## src/hw/rtl/wbsb_pkg.sv

```systemverilog
package wbsb_pkg;

  localparam int DISPLAY_WIDTH  = 256;
  localparam int DISPLAY_HEIGHT = 128;
  localparam logic [15:0] TRANSPARENT_COLOR = 16'hF81F;

  localparam int COORD_W = 12;
  localparam int LEN_W   = 7;
  localparam int COLOR_W = 16;
  // Signed display positions: a 15-bit window origin plus a 12-bit cursor offset.
  localparam int POS_W   = 17;

  localparam logic signed [POS_W-1:0] DISPLAY_RIGHT  = POS_W'(DISPLAY_WIDTH);
  localparam logic signed [POS_W-1:0] DISPLAY_BOTTOM = POS_W'(DISPLAY_HEIGHT);

  localparam int JOB_DEPTH  = 2;
  localparam int SPAN_DEPTH = 4;

  typedef enum logic [2:0] {
    REG_WINDOW_LEFT   = 3'd0,
    REG_WINDOW_TOP    = 3'd1,
    REG_WINDOW_WIDTH  = 3'd2,
    REG_WINDOW_HEIGHT = 3'd3,
    REG_PALETTE_0     = 3'd4,
    REG_PALETTE_1     = 3'd5,
    REG_PALETTE_2     = 3'd6,
    REG_PALETTE_3     = 3'd7
  } cfg_reg_t;

  typedef enum logic {
    CMD_RUN  = 1'b0,
    CMD_WORD = 1'b1
  } command_t;

  typedef struct packed {
    logic              is_word;
    logic [1:0]        run_index;
    logic [LEN_W-1:0]  run_count;
    logic [15:0]       pixels;
  } job_t;

  typedef struct packed {
    logic [14:0]                left;
    logic [14:0]                top;
    logic [COORD_W-1:0]         width;
    logic [COORD_W-1:0]         height;
    logic [3:0][COLOR_W-1:0]    palette;
  } window_cfg_t;

  typedef struct packed {
    logic [COORD_W-1:0] x;
    logic [COORD_W-1:0] y;
    logic [LEN_W-1:0]   length;
    logic [COLOR_W-1:0] color;
    logic               last;
  } span_t;

endpackage

```

## src/hw/rtl/wbsb_front.sv

```systemverilog
module wbsb_front (
  input  logic              clk,
  input  logic              rst,
  input  logic              push,
  output logic              full,
  input  logic              command,
  input  logic [15:0]       data_word,
  output logic              job_valid,
  output wbsb_pkg::job_t    job,
  input  logic              job_ready
);

  localparam int PTR_W = $clog2(wbsb_pkg::JOB_DEPTH);
  localparam int CNT_W = $clog2(wbsb_pkg::JOB_DEPTH + 1);

  wbsb_pkg::job_t   entries [wbsb_pkg::JOB_DEPTH];
  wbsb_pkg::job_t   decoded;
  logic [PTR_W-1:0] wr_ptr;
  logic [PTR_W-1:0] rd_ptr;
  logic [CNT_W-1:0] count;
  logic             do_push;
  logic             do_pop;

  // A run byte carries its palette index in the top two bits and its length
  // minus one in the low six bits.
  always_comb begin
    decoded.is_word   = (wbsb_pkg::command_t'(command) == wbsb_pkg::CMD_WORD);
    decoded.run_index = data_word[7:6];
    decoded.run_count = {1'b0, data_word[5:0]} + wbsb_pkg::LEN_W'(1);
    decoded.pixels    = data_word;
  end

  assign full      = (count == CNT_W'(wbsb_pkg::JOB_DEPTH));
  assign job_valid = (count != '0);
  assign job       = entries[rd_ptr];
  assign do_push   = push && !full;
  assign do_pop    = job_valid && job_ready;

  always_ff @(posedge clk) begin
    if (rst) begin
      wr_ptr <= '0;
      rd_ptr <= '0;
      count  <= '0;
    end else begin
      if (do_push) begin
        wr_ptr <= wr_ptr + PTR_W'(1);
      end
      if (do_pop) begin
        rd_ptr <= rd_ptr + PTR_W'(1);
      end
      if (do_push && !do_pop) begin
        count <= count + CNT_W'(1);
      end else if (do_pop && !do_push) begin
        count <= count - CNT_W'(1);
      end
    end
  end

  always_ff @(posedge clk) begin
    if (do_push) begin
      entries[wr_ptr] <= decoded;
    end
  end

endmodule

```

## src/hw/rtl/wbsb_back.sv

```systemverilog
module wbsb_back (
  input  logic                  clk,
  input  logic                  rst,
  input  wbsb_pkg::window_cfg_t cfg,
  input  logic                  cursor_clear,
  input  logic                  job_valid,
  input  wbsb_pkg::job_t        job,
  output logic                  job_ready,
  output logic                  span_valid,
  output wbsb_pkg::span_t       span,
  input  logic                  span_ready
);

  localparam int CW = wbsb_pkg::COORD_W;
  localparam int LW = wbsb_pkg::LEN_W;
  localparam int PW = wbsb_pkg::POS_W;

  // Sequencer state
  logic                         busy;
  logic                         s_word;
  logic [1:0]                   s_index;
  logic [LW-1:0]                s_rem;
  logic [15:0]                  s_pix;
  logic [2:0]                   s_left;
  logic [CW-1:0]                col;
  logic [CW-1:0]                row;

  // Piece stage
  logic                         p_valid;
  logic signed [PW-1:0]         p_x;
  logic signed [PW-1:0]         p_y;
  logic [LW-1:0]                p_n;
  logic [wbsb_pkg::COLOR_W-1:0] p_color;
  logic                         p_end;

  // Held span, waiting to learn whether it is the last of its item
  logic                         h_valid;
  logic                         h_last;
  wbsb_pkg::span_t              h_span;

  logic [CW-1:0]                width_eff;
  logic [CW-1:0]                height_eff;
  logic [LW-1:0]                cur_count;
  logic [1:0]                   cur_index;
  logic [CW:0]                  sum;
  logic                         wrap;
  logic [CW-1:0]                gap;
  logic [LW-1:0]                piece;
  logic [LW-1:0]                rem_after;
  logic                         group_done;
  logic                         item_done;
  logic [CW:0]                  row_inc;
  logic [CW-1:0]                row_wrapped;
  logic                         gen;
  logic                         load;
  logic signed [PW-1:0]         x_pos;
  logic signed [PW-1:0]         y_pos;

  logic signed [PW-1:0]         s_pos;
  logic signed [PW-1:0]         e_raw;
  logic signed [PW-1:0]         e_pos;
  logic signed [PW-1:0]         len_full;
  logic                         p_vis;
  logic                         p_take;
  logic                         p_ready;
  logic                         push_h;

  assign width_eff  = (cfg.width == '0) ? CW'(1) : cfg.width;
  assign height_eff = (cfg.height == '0) ? CW'(1) : cfg.height;

  // One piece per cycle while the piece stage can take it: the part of the current
  // pixel group that fits on the cursor's row.
  always_comb begin
    cur_count   = s_word ? LW'(1) : s_rem;
    cur_index   = s_word ? s_pix[1:0] : s_index;
    sum         = {1'b0, col} + (CW+1)'(cur_count);
    wrap        = (sum >= {1'b0, width_eff});
    gap         = width_eff - col;
    piece       = wrap ? gap[LW-1:0] : cur_count;
    rem_after   = cur_count - piece;
    group_done  = (rem_after == '0);
    item_done   = group_done && (!s_word || (s_left == '0));
    row_inc     = {1'b0, row} + (CW+1)'(1);
    row_wrapped = (row_inc >= {1'b0, height_eff}) ? '0 : row_inc[CW-1:0];
    x_pos       = {{(PW-15){cfg.left[14]}}, cfg.left} + PW'(col);
    y_pos       = {{(PW-15){cfg.top[14]}}, cfg.top} + PW'(row);
  end

  assign gen       = busy && p_ready;
  assign job_ready = !busy || (gen && item_done);
  assign load      = job_valid && job_ready;

  // Clipping of the registered piece against the display.
  always_comb begin
    s_pos    = p_x[PW-1] ? '0 : p_x;
    e_raw    = p_x + PW'(p_n);
    e_pos    = (e_raw > wbsb_pkg::DISPLAY_RIGHT) ? wbsb_pkg::DISPLAY_RIGHT : e_raw;
    len_full = e_pos - s_pos;
    p_vis    = (p_color != wbsb_pkg::TRANSPARENT_COLOR) && !p_y[PW-1]
               && (p_y < wbsb_pkg::DISPLAY_BOTTOM) && (s_pos < e_pos);
  end

  // The held span goes out once the next visible span arrives, or once the
  // item ends, in which case it carries the last flag.
  always_comb begin
    push_h = h_valid && span_ready
             && (h_last || (p_valid && (p_vis || p_end)));
    if (!p_valid) begin
      p_take = 1'b0;
    end else if (p_vis) begin
      p_take = !h_valid || push_h;
    end else if (p_end && h_valid && !h_last) begin
      p_take = push_h;
    end else begin
      p_take = 1'b1;
    end
    p_ready = !p_valid || p_take;
  end

  assign span_valid = push_h;
  always_comb begin
    span      = h_span;
    span.last = h_last || !p_vis;
  end

  always_ff @(posedge clk) begin
    if (rst) begin
      busy    <= 1'b0;
      p_valid <= 1'b0;
      h_valid <= 1'b0;
      h_last  <= 1'b0;
      col     <= '0;
      row     <= '0;
    end else begin
      if (cursor_clear) begin
        col <= '0;
        row <= '0;
      end else if (gen) begin
        col <= wrap ? '0 : sum[CW-1:0];
        row <= wrap ? row_wrapped : row;
      end

      if (load) begin
        busy <= 1'b1;
      end else if (gen && item_done) begin
        busy <= 1'b0;
      end

      if (gen) begin
        p_valid <= 1'b1;
      end else if (p_take) begin
        p_valid <= 1'b0;
      end

      if (p_take && p_vis) begin
        h_valid <= 1'b1;
        h_last  <= p_end;
      end else if (push_h) begin
        h_valid <= 1'b0;
      end
    end
  end

  always_ff @(posedge clk) begin
    if (load) begin
      s_word  <= job.is_word;
      s_index <= job.run_index;
      s_rem   <= job.run_count;
      s_pix   <= job.pixels;
      s_left  <= 3'd7;
    end else if (gen) begin
      if (!group_done) begin
        s_rem <= rem_after;
      end else if (s_word) begin
        s_pix  <= {2'b00, s_pix[15:2]};
        s_left <= s_left - 3'd1;
      end
    end

    if (gen) begin
      p_x     <= x_pos;
      p_y     <= y_pos;
      p_n     <= piece;
      p_color <= cfg.palette[cur_index];
      p_end   <= item_done;
    end

    if (p_take && p_vis) begin
      h_span.x      <= s_pos[CW-1:0];
      h_span.y      <= p_y[CW-1:0];
      h_span.length <= len_full[LW-1:0];
      h_span.color  <= p_color;
      h_span.last   <= 1'b0;
    end
  end

endmodule

```

## src/hw/rtl/wbsb_span_queue.sv

```systemverilog
module wbsb_span_queue (
  input  logic            clk,
  input  logic            rst,
  input  logic            wr_valid,
  input  wbsb_pkg::span_t wr_data,
  output logic            wr_ready,
  input  logic            pop,
  output logic            empty,
  output wbsb_pkg::span_t rd_data
);

  localparam int PTR_W = $clog2(wbsb_pkg::SPAN_DEPTH);
  localparam int CNT_W = $clog2(wbsb_pkg::SPAN_DEPTH + 1);

  wbsb_pkg::span_t  entries [wbsb_pkg::SPAN_DEPTH];
  logic [PTR_W-1:0] wr_ptr;
  logic [PTR_W-1:0] rd_ptr;
  logic [CNT_W-1:0] count;
  logic             do_push;
  logic             do_pop;

  assign wr_ready = (count != CNT_W'(wbsb_pkg::SPAN_DEPTH));
  assign empty    = (count == '0);
  assign rd_data  = entries[rd_ptr];
  assign do_push  = wr_valid && wr_ready;
  assign do_pop   = pop && !empty;

  always_ff @(posedge clk) begin
    if (rst) begin
      wr_ptr <= '0;
      rd_ptr <= '0;
      count  <= '0;
    end else begin
      if (do_push) begin
        wr_ptr <= wr_ptr + PTR_W'(1);
      end
      if (do_pop) begin
        rd_ptr <= rd_ptr + PTR_W'(1);
      end
      if (do_push && !do_pop) begin
        count <= count + CNT_W'(1);
      end else if (do_pop && !do_push) begin
        count <= count - CNT_W'(1);
      end
    end
  end

  always_ff @(posedge clk) begin
    if (do_push) begin
      entries[wr_ptr] <= wr_data;
    end
  end

endmodule

```

## src/hw/rtl/windowed_bitmap_span_blitter.sv

```systemverilog
// Channel  | Handshake                  | Payload
// ---------+----------------------------+--------------------------------------------
// input    | push / full                | command, data_word
// result   | empty / pop                | span_x, span_y, span_length, span_color,
//          |                            | last_span
// config   | cfg_valid / cfg_ready      | cfg_index, cfg_data
//
// An item is split into row pieces: a run yields one piece for each window row it paints
// into, a palette word yields eight pieces, one per pixel. The back-end sequencer walks
// the cursor one piece per cycle while its piece stage is not stalled. A result passes
// through the piece register and the held-span register into the span queue.
// rst is synchronous and clears the cursor, queues and palette; the window resets to 1x1 at 0,0.
// Input and result sides stall independently through the job and span queues.
module windowed_bitmap_span_blitter (
  input  logic        clk,
  input  logic        rst,
  input  logic        push,
  output logic        full,
  input  logic        command,
  input  logic [15:0] data_word,
  output logic        empty,
  input  logic        pop,
  output logic [11:0] span_x,
  output logic [11:0] span_y,
  output logic [6:0]  span_length,
  output logic [15:0] span_color,
  output logic        last_span,
  input  logic        cfg_valid,
  output logic        cfg_ready,
  input  logic [2:0]  cfg_index,
  input  logic [15:0] cfg_data
);

  wbsb_pkg::window_cfg_t cfg;
  wbsb_pkg::job_t        job;
  wbsb_pkg::span_t       span_in;
  wbsb_pkg::span_t       span_out;
  logic                  job_valid;
  logic                  job_ready;
  logic                  span_valid;
  logic                  span_ready;
  logic                  cfg_write;
  logic                  cursor_clear;

  assign cfg_ready = 1'b1;
  assign cfg_write = cfg_valid && cfg_ready;

  // Any write to the window geometry restarts the cursor at the top left.
  always_comb begin
    case (wbsb_pkg::cfg_reg_t'(cfg_index))
      wbsb_pkg::REG_WINDOW_LEFT,
      wbsb_pkg::REG_WINDOW_TOP,
      wbsb_pkg::REG_WINDOW_WIDTH,
      wbsb_pkg::REG_WINDOW_HEIGHT: cursor_clear = cfg_write;
      default:                     cursor_clear = 1'b0;
    endcase
  end

  always_ff @(posedge clk) begin
    if (rst) begin
      cfg.left    <= '0;
      cfg.top     <= '0;
      cfg.width   <= 12'd1;
      cfg.height  <= 12'd1;
      cfg.palette <= '0;
    end else if (cfg_write) begin
      case (wbsb_pkg::cfg_reg_t'(cfg_index))
        wbsb_pkg::REG_WINDOW_LEFT:   cfg.left       <= cfg_data[14:0];
        wbsb_pkg::REG_WINDOW_TOP:    cfg.top        <= cfg_data[14:0];
        wbsb_pkg::REG_WINDOW_WIDTH:  cfg.width      <= cfg_data[11:0];
        wbsb_pkg::REG_WINDOW_HEIGHT: cfg.height     <= cfg_data[11:0];
        wbsb_pkg::REG_PALETTE_0:     cfg.palette[0] <= cfg_data;
        wbsb_pkg::REG_PALETTE_1:     cfg.palette[1] <= cfg_data;
        wbsb_pkg::REG_PALETTE_2:     cfg.palette[2] <= cfg_data;
        wbsb_pkg::REG_PALETTE_3:     cfg.palette[3] <= cfg_data;
        default: begin
        end
      endcase
    end
  end

  wbsb_front u_front (
    .clk       (clk),
    .rst       (rst),
    .push      (push),
    .full      (full),
    .command   (command),
    .data_word (data_word),
    .job_valid (job_valid),
    .job       (job),
    .job_ready (job_ready)
  );

  wbsb_back u_back (
    .clk          (clk),
    .rst          (rst),
    .cfg          (cfg),
    .cursor_clear (cursor_clear),
    .job_valid    (job_valid),
    .job          (job),
    .job_ready    (job_ready),
    .span_valid   (span_valid),
    .span         (span_in),
    .span_ready   (span_ready)
  );

  wbsb_span_queue u_span_queue (
    .clk      (clk),
    .rst      (rst),
    .wr_valid (span_valid),
    .wr_data  (span_in),
    .wr_ready (span_ready),
    .pop      (pop),
    .empty    (empty),
    .rd_data  (span_out)
  );

  assign span_x      = span_out.x;
  assign span_y      = span_out.y;
  assign span_length = span_out.length;
  assign span_color  = span_out.color;
  assign last_span   = span_out.last;

endmodule

```

## config.mk

```make
export PLATFORM = sky130hd
export DESIGN_NAME = windowed_bitmap_span_blitter
export DESIGN_NICKNAME = d
export VERILOG_FILES = /design/src/hw/rtl/wbsb_pkg.sv /design/src/hw/rtl/wbsb_front.sv /design/src/hw/rtl/wbsb_back.sv /design/src/hw/rtl/wbsb_span_queue.sv /design/src/hw/rtl/windowed_bitmap_span_blitter.sv
export SDC_FILE = /design/constraint.sdc
export NUM_CORES = 1
export LEC_CHECK = 0
export BUFFER_PORTS_ARGS = -buffer_cell sky130_fd_sc_hd__buf_2
export CORE_MARGIN = 3
export CORE_UTILIZATION = 55
export DETAILED_ROUTE_END_ITERATION = 10
export PLACE_DENSITY = 0.72
export SETUP_SLACK_MARGIN = 0.3
export SYNTH_ARGS = -nofsm -noshare
export SYNTH_HDL_FRONTEND = slang
export SYNTH_SLANG_ARGS = --single-unit
```

## constraint.sdc

```tcl
create_clock -name clk -period 11.2 [get_ports clk]
set_clock_uncertainty 0.1 [all_clocks]
set_input_delay 2.24 -clock clk [delete_from_list [all_inputs] [get_ports clk]]
set_output_delay 2.24 -clock clk [all_outputs]
set_load 0.05 [all_outputs]
```

After elaboration in Yosys (flattened, before gate mapping)
Memory sizes are Yosys's and may differ from the RTL's. A register that Yosys moved wholly into a read port is not among the register bits. Cells that the tools add are included.

Register bits: 291. Latch bits: 0. RAM bits: 244. Bits in read-only memories: 0. Memories kept: 2.

Memory list: u_span_queue.entries (depth 4, bits a word 48, rd ports 1, clocked after Yosys merged registers in 1, wr ports 1, line wbsb_span_queue.sv:15) `wbsb_pkg::span_t entries [wbsb_pkg::SPAN_DEPTH];`; u_front.entries (depth 2, bits a word 26, rd ports 1, clocked after Yosys merged registers in 1, wr ports 1, line wbsb_front.sv:16) `wbsb_pkg::job_t entries [wbsb_pkg::JOB_DEPTH];`.

Add/subtract/negate cells: 18. $mul: 0. Div/mod/pow operators: 0. Order comparisons: 6. Equality and inequality tests: 11. Shift operators: 0. Multiplexer cells: 40. Bitwise gates (word level): 0. Reductions and logical operators: 69.

Operators by type and width (count): 2-to-1 mux 16 bit (6); 2-to-1 mux 12 bit (4); 2-to-1 mux 7 bit (5); adder 15 x 13 -> 16 bit (2); binary-select mux 16 bit (select 2 bit) (1); greater-or-equal comparator 13 x 12 -> 1 bit (2); logical NOT 12 bit (2); subtractor 7 bit (3); logical AND 1 bit (20); AND reduction 2 bit (10); nonzero test 2 bit (9); adder 17 x 7 -> 17 bit (1); > comparator 17 x 10 -> 1 bit (second input constant) (1); less-than comparator 17 bit (1); less-than comparator 17 x 9 -> 1 bit (second input constant) (1); 2-to-1 mux 17 bit (1); 2-to-1 mux 1 bit (16); != test 16 bit (second input constant) (1); adder 12 x 1 -> 13 bit (second input constant) (1); adder 12 x 7 -> 13 bit (1); logical NOT 1 bit (13); equality test 3 bit (second input constant) (4); 2-to-1 mux 2 bit (5); logical NOT 3 bit (3); 18 further kinds (31).

Logic depth before layout (Yosys ltp)
Depth in word-level cells: 20. Mapped depth: 33. Mapped depth without buffers: 31.

Cells and area by module
A second synthesis with hierarchy kept.

Cell total of the unflattened synthesis: 1810. Area, all modules: 24534.8 µm².

Modules (own cells, without submodules): wbsb_back (instances 1, cells each 970, area an instance 10391.2 µm², seq. area each 4494.3 µm²); wbsb_span_queue (instances 1, cells each 298, area an instance 7382.1 µm², seq. area each 5945.7 µm²); windowed_bitmap_span_blitter (instances 1, cells each 428, area an instance 4719.5 µm², seq. area each 2362.3 µm²); wbsb_front (instances 1, cells each 114, area an instance 2042.0 µm², seq. area each 1541.5 µm²).

Worst setup path after synthesis
Ideal clock, no wire load.

Kind: flip-flop to flip-flop. Start point: register u_back.s_word. End point: register u_back.s_pix[0] (enable). Library setup time: 0.411 ns. Arrival time: 6.825 ns. Path slack: 3.863 ns. Cell stages (with the launch flop): 28. Buffers on the path: 3. Clock period less this slack: 7.337 ns. Cells stage by stage: edfxtp_1 clkbuf_1 clkbuf_1 or2_2 ha_1 fa_1 a21oi_1 o21ai_0 o21a_1 nor2_1 xnor2_1 ha_1 a21oi_1 o21a_1 o21ai_0 a21oi_1 nand2_1 clkbuf_1 o21ai_0 inv_1 fa_1 xor2_1 nand3_1 nor4b_1 nand3b_1 mux2i_2 nand2_1 o21ai_0.

Longest elaborated chain between the ends: 12. Elaborated cells on any way between the ends: 16. Those cells by class: add/sub (2); order compare (1); mux (2); reduce/logical (11).

RTL lines: start, declared (line wbsb_back.sv:20) `logic s_word;`; start signal, assigned (line wbsb_back.sv:166) `s_word <= job.is_word;`; 2-to-1 mux 7 bit * (line wbsb_back.sv:74) `cur_count = s_word ? LW'(1) : s_rem;`; adder 12 x 7 -> 13 bit (line wbsb_back.sv:76) `sum = {1'b0, col} + (CW+1)'(cur_count);`; greater-or-equal comparator 13 x 12 -> 1 bit (line wbsb_back.sv:77) `wrap = (sum >= {1'b0, width_eff});`; 2-to-1 mux 7 bit * (line wbsb_back.sv:79) `piece = wrap ? gap[LW-1:0] : cur_count;`; net u_back.piece[1] (line wbsb_back.sv:48) `logic [LW-1:0] piece;`; subtractor 7 bit * (line wbsb_back.sv:80) `rem_after = cur_count - piece;`; logical NOT 7 bit * (line wbsb_back.sv:81) `group_done = (rem_after == '0);`; logical AND 1 bit (line wbsb_back.sv:82) `item_done = group_done && (!s_word || (s_left == '0));`; logical AND 1 bit (line wbsb_back.sv:90) `assign job_ready = !busy || (gen && item_done);`; logical OR 1 bit (line wbsb_back.sv:90); logical AND 1 bit (line wbsb_back.sv:91) `assign load = job_valid && job_ready;`; nonzero test 2 bit (no source line); AND reduction 3 bit (no source line) *; end signal, assigned (line wbsb_back.sv:169) `s_pix <= job.pixels;`; end signal, assigned (line wbsb_back.sv:175) `s_pix <= {2'b00, s_pix[15:2]};`; end, declared (line wbsb_back.sv:23) `logic [15:0] s_pix;`.

The timed path passes the listed nets; every way through them passes the cells marked *. A chain may end at the register's enable or synchronous reset.

Worst setup path in the final report
Start point: register u_back.s_word. End point: register u_back.s_rem[3] (data pin).

Longest elaborated chain between the ends: 11. Elaborated cells on any way between the ends: 15. Those cells by class: add/sub (2); order compare (1); mux (5); reduce/logical (7).

RTL lines: 2-to-1 mux 7 bit (line wbsb_back.sv:74); adder 12 x 7 -> 13 bit (line wbsb_back.sv:76); greater-or-equal comparator 13 x 12 -> 1 bit (line wbsb_back.sv:77); 2-to-1 mux 7 bit (line wbsb_back.sv:79); subtractor 7 bit (line wbsb_back.sv:80); logical NOT 7 bit (line wbsb_back.sv:81); logical AND 1 bit (line wbsb_back.sv:82); logical AND 1 bit (line wbsb_back.sv:90); logical OR 1 bit (line wbsb_back.sv:90); logical AND 1 bit (line wbsb_back.sv:91); 2-to-1 mux 7 bit * (line wbsb_back.sv:165) `if (load) begin`; end signal, assigned (line wbsb_back.sv:168) `s_rem <= job.run_count;`; end signal, assigned (line wbsb_back.sv:173) `s_rem <= rem_after;`; end, declared (line wbsb_back.sv:22) `logic [LW-1:0] s_rem;`.

Every way passes the cells marked *; elsewhere a longest branch is shown, timed or not. The select of a mux whose other input is x is not followed.

==> reports/qor.txt <==
Final Cell Area = 0.0266 mm^2
Worst path max stage delay = 0.79 ns
Critical path peak fanout = 26
Post-synth EDFFs = 369
Hold Startpoint = u_back.p_y[5]
Max-slew headroom = 23.5%
Clock Tree Buf Depth = 3
Setup_tns = 0 ns
Global route overflow = 0
Max_cap viols = 0
Seq/Total Area, Yosys = 59.9%
Initial core utilization = 56.3%
GRT Total Usage = 21.3%
Detailed Place HPWL = 33200 um
Commonest cells after routing, fill and taps aside = 369 x edfxtp_1, 313 x nand2_1, 188 x a21oi_1
Final-report setup violation count = 0
Status = finished clean
Placed inst area = 0.0249 mm^2
Starting DRC count in detailed routing = 1192
Number of global-route vias before repair = 14800
Layout cells sized above 1 = 15.9%
Worst-Margin Slew = 1.15 ns
PostCTS Resize Cnt = 0
Ys flop type = edfxtp_1
First-pass iteration count of the detailed router = 6
Async SR Flop Fraction = 0%
Worst R2R End = u_back.s_rem[3]
Antenna cells = 0
Worst Reg-to-Reg Cells = 26
H-Tree Depth = 2
Routed WL = 49000 um
Hold endpoint = u_back.span[29]
Synth area leader = edfxtp_1
Setup bufs post-CTS = 0
Area grow syn2layout = 11.2%
Post-Syn Area = 0.0239 mm^2
CTS tree = yes
Netlist cell types = 73
Max Fclk = 0.115 GHz
DR WL/cell = 18.7 um
Port Buffers = 90
First-pass GRT wire length = 78900 um
Most common cell after layout, fill and taps aside = edfxtp_1
Synthesis Warnings = 0
Synth top area cells = edfxtp_1 46%, dfxtp_1 14%, mux4_2 6.0%
Critical Path RT = 11.44 ns
Crit end category = register
Register clock-pin slew on the reported worst setup and hold paths = 0.06 ns
Vias per cell = 5.64
Final Hold Vio Count = 0
Final worst path period share = 77.9%
Routed Antenna Nets = 0
Gp weighted congestion = 0.875
Die X = 215 um
Pwr/cell area = 231 mW/mm^2
CP Data Arrival Time = 8.97 ns
DR vias = 14800
Root buf cell = clkbuf_16
Min Hold Slack = 0.302 ns
DRC = 0
RSZ-0062 raised after global routing = no
R2r setup slk = 2.47 ns
Filler Cell Count = 3298
Initial antenna violation count = 0
Die height = 215 um
Crit Path Class = register to register
Crit path launch type = register
Synth Register Bits = 532
Worst IR Drop VDD = 0.165 mV
HP Class = register to register
Boundary Pins = 92
Crit path time final = 8.73 ns
Placeable Area = 0.0425 mm^2
Slowest library cell on the worst path = a21oi_1
Post-Synthesis Net Count = 2083
Die area = 0.0461 mm^2
Clock latency at the later pin of the worst-skew pair = 0.62 ns
TritonCTS Buffers = 52
Area share of the largest cell type after synthesis = 46.3%
Final Max Slew Viols = 0
Largest net degree at the start of global routing = 71
Nets = 2161
FF-to-FF Start = u_back.s_word
Pleak = 9.53 nW
# hold bufs at CTS = 0
CP most frequent cell = o21ai_0
Gate Count Post-Synth = 1928
CTS sink count = 532
Synth Area per Inst = 12.4 um^2
Hold Path Cell Cnt = 0
Standard-cell rows = 75
[cells by family (layout without fill, tap and decap cells)]
family                   after synthesis  in the layout  synth area share (%)
other                                  1              1                0.0157
multiplexers                         123            123                  8.92
adder cells (fa/ha/maj)              114            114                  6.21
AND/OR/NAND/NOR                      593            593                  11.4
flip-flops                           532            532                  59.9
AO/OA/AOI/OAI                        320            320                  7.93
XOR/XNOR                              76             76                  2.78
buffers and inverters                169            291                  2.79
[registers in the layout (all words and copies together) (netlist names), 7 cells and up, named ones only]
register / count
cfg: 118
u_back.col: 12
u_back.p_color: 16
u_back.p_n: 7
u_back.p_x: 16
u_back.p_y: 16
u_back.row: 12
u_back.s_pix: 16
u_back.s_rem: 7
u_back.span: 47
u_front.entries: 48
u_span_queue.entries: 192
[cells in the mapped netlist, types with 21 or more instances]
library cell and number:
nand2_1 313, nand2b_1 24, mux2_2 24, a21oi_1 188, xor2_1 31, dfxtp_1 163
ha_1 106, mux4_2 64, xnor2_1 45, clkbuf_1 63, nand3_1 37, edfxtp_1 369
inv_1 84, nor2b_1 38, nor3_1 21, nor2_1 71, o21ai_0 34
[stage by stage]
step / cells / utilization, % / total power [mW] / worst slack [ns]
after floorplan: 1928 / - / 4.06 / 3.86
after global placement: 2529 / 58.6 / 4.47 / 2.91
after detailed placement: 2529 / 58.6 / 4.52 / 2.55
after CTS: 2627 / 62.6 / 6.21 / 2.52
after global routing: 2627 / 62.6 / 6.52 / 1.67
final: 2627 / 62.6 / 6.16 / 2.47
[area by class of cell]
type	instances	area (um^2)	area share, %
Sequential cell	532	14300	53.9
Clock inverter	25	210	0.790
Multi-Input combinational cell	1227	8950	33.6
Clock buffer	73	1470	5.53
Inverter	86	323	1.21
Tap cell	577	722	2.71
Timing Repair Buffer	107	581	2.18
[routing by layer]
layer / vias up / track usage, % / wire, um / share of wire [%]
li1: 7161 / - / - / -
met1: 7175 / 30.4 / 22200 / 45
met2: 422 / 34.2 / 23000 / 47
met3: 58 / 3.03 / 2710 / 5.5
met4: 0 / 6.61 / 1090 / 2.2
met5: - / 0 / 0 / 0
[power by group]
group	total [mW]	leakage, nW	internal (mW)	switching, mW
clock	1.68	0.810	0.947	0.728
combinational	1.93	4.00	0.802	1.13
sequential	2.55	4.72	2.37	0.180
total	6.16	9.53	4.12	2.03
[worst max-delay path, delay by kind of cell, from the launching register on]
| kind | cells | cell delay, ns |
|---|---|---|
| adders and majority gates | 4 | 1.28 |
| muxes | 2 | 0.90 |
| AOI/OAI and AO/OA | 13 | 3.06 |
| DFF | 1 | 0.64 |
| and+or+nand+nor | 5 | 1.76 |
| buffers and inverters | 1 | 0.55 |
| xor gates and xnor gates | 1 | 0.16 |
[how the worst max path moves through the flow]
stage                            endpoint  cells after the start           from
final                     u_back.s_rem[3]                     26  u_back.s_word
after global routing      u_back.s_rem[4]                     28  u_back.s_word
after CTS                 u_back.s_rem[3]                     26  u_back.s_word
after detailed placement  u_back.s_rem[3]                     26  u_back.s_word
after global placement    u_back.s_rem[4]                     28  u_back.s_word
after floorplan           u_back.s_pix[0]                     27  u_back.s_word
Power figures use the tool's default switching activity.
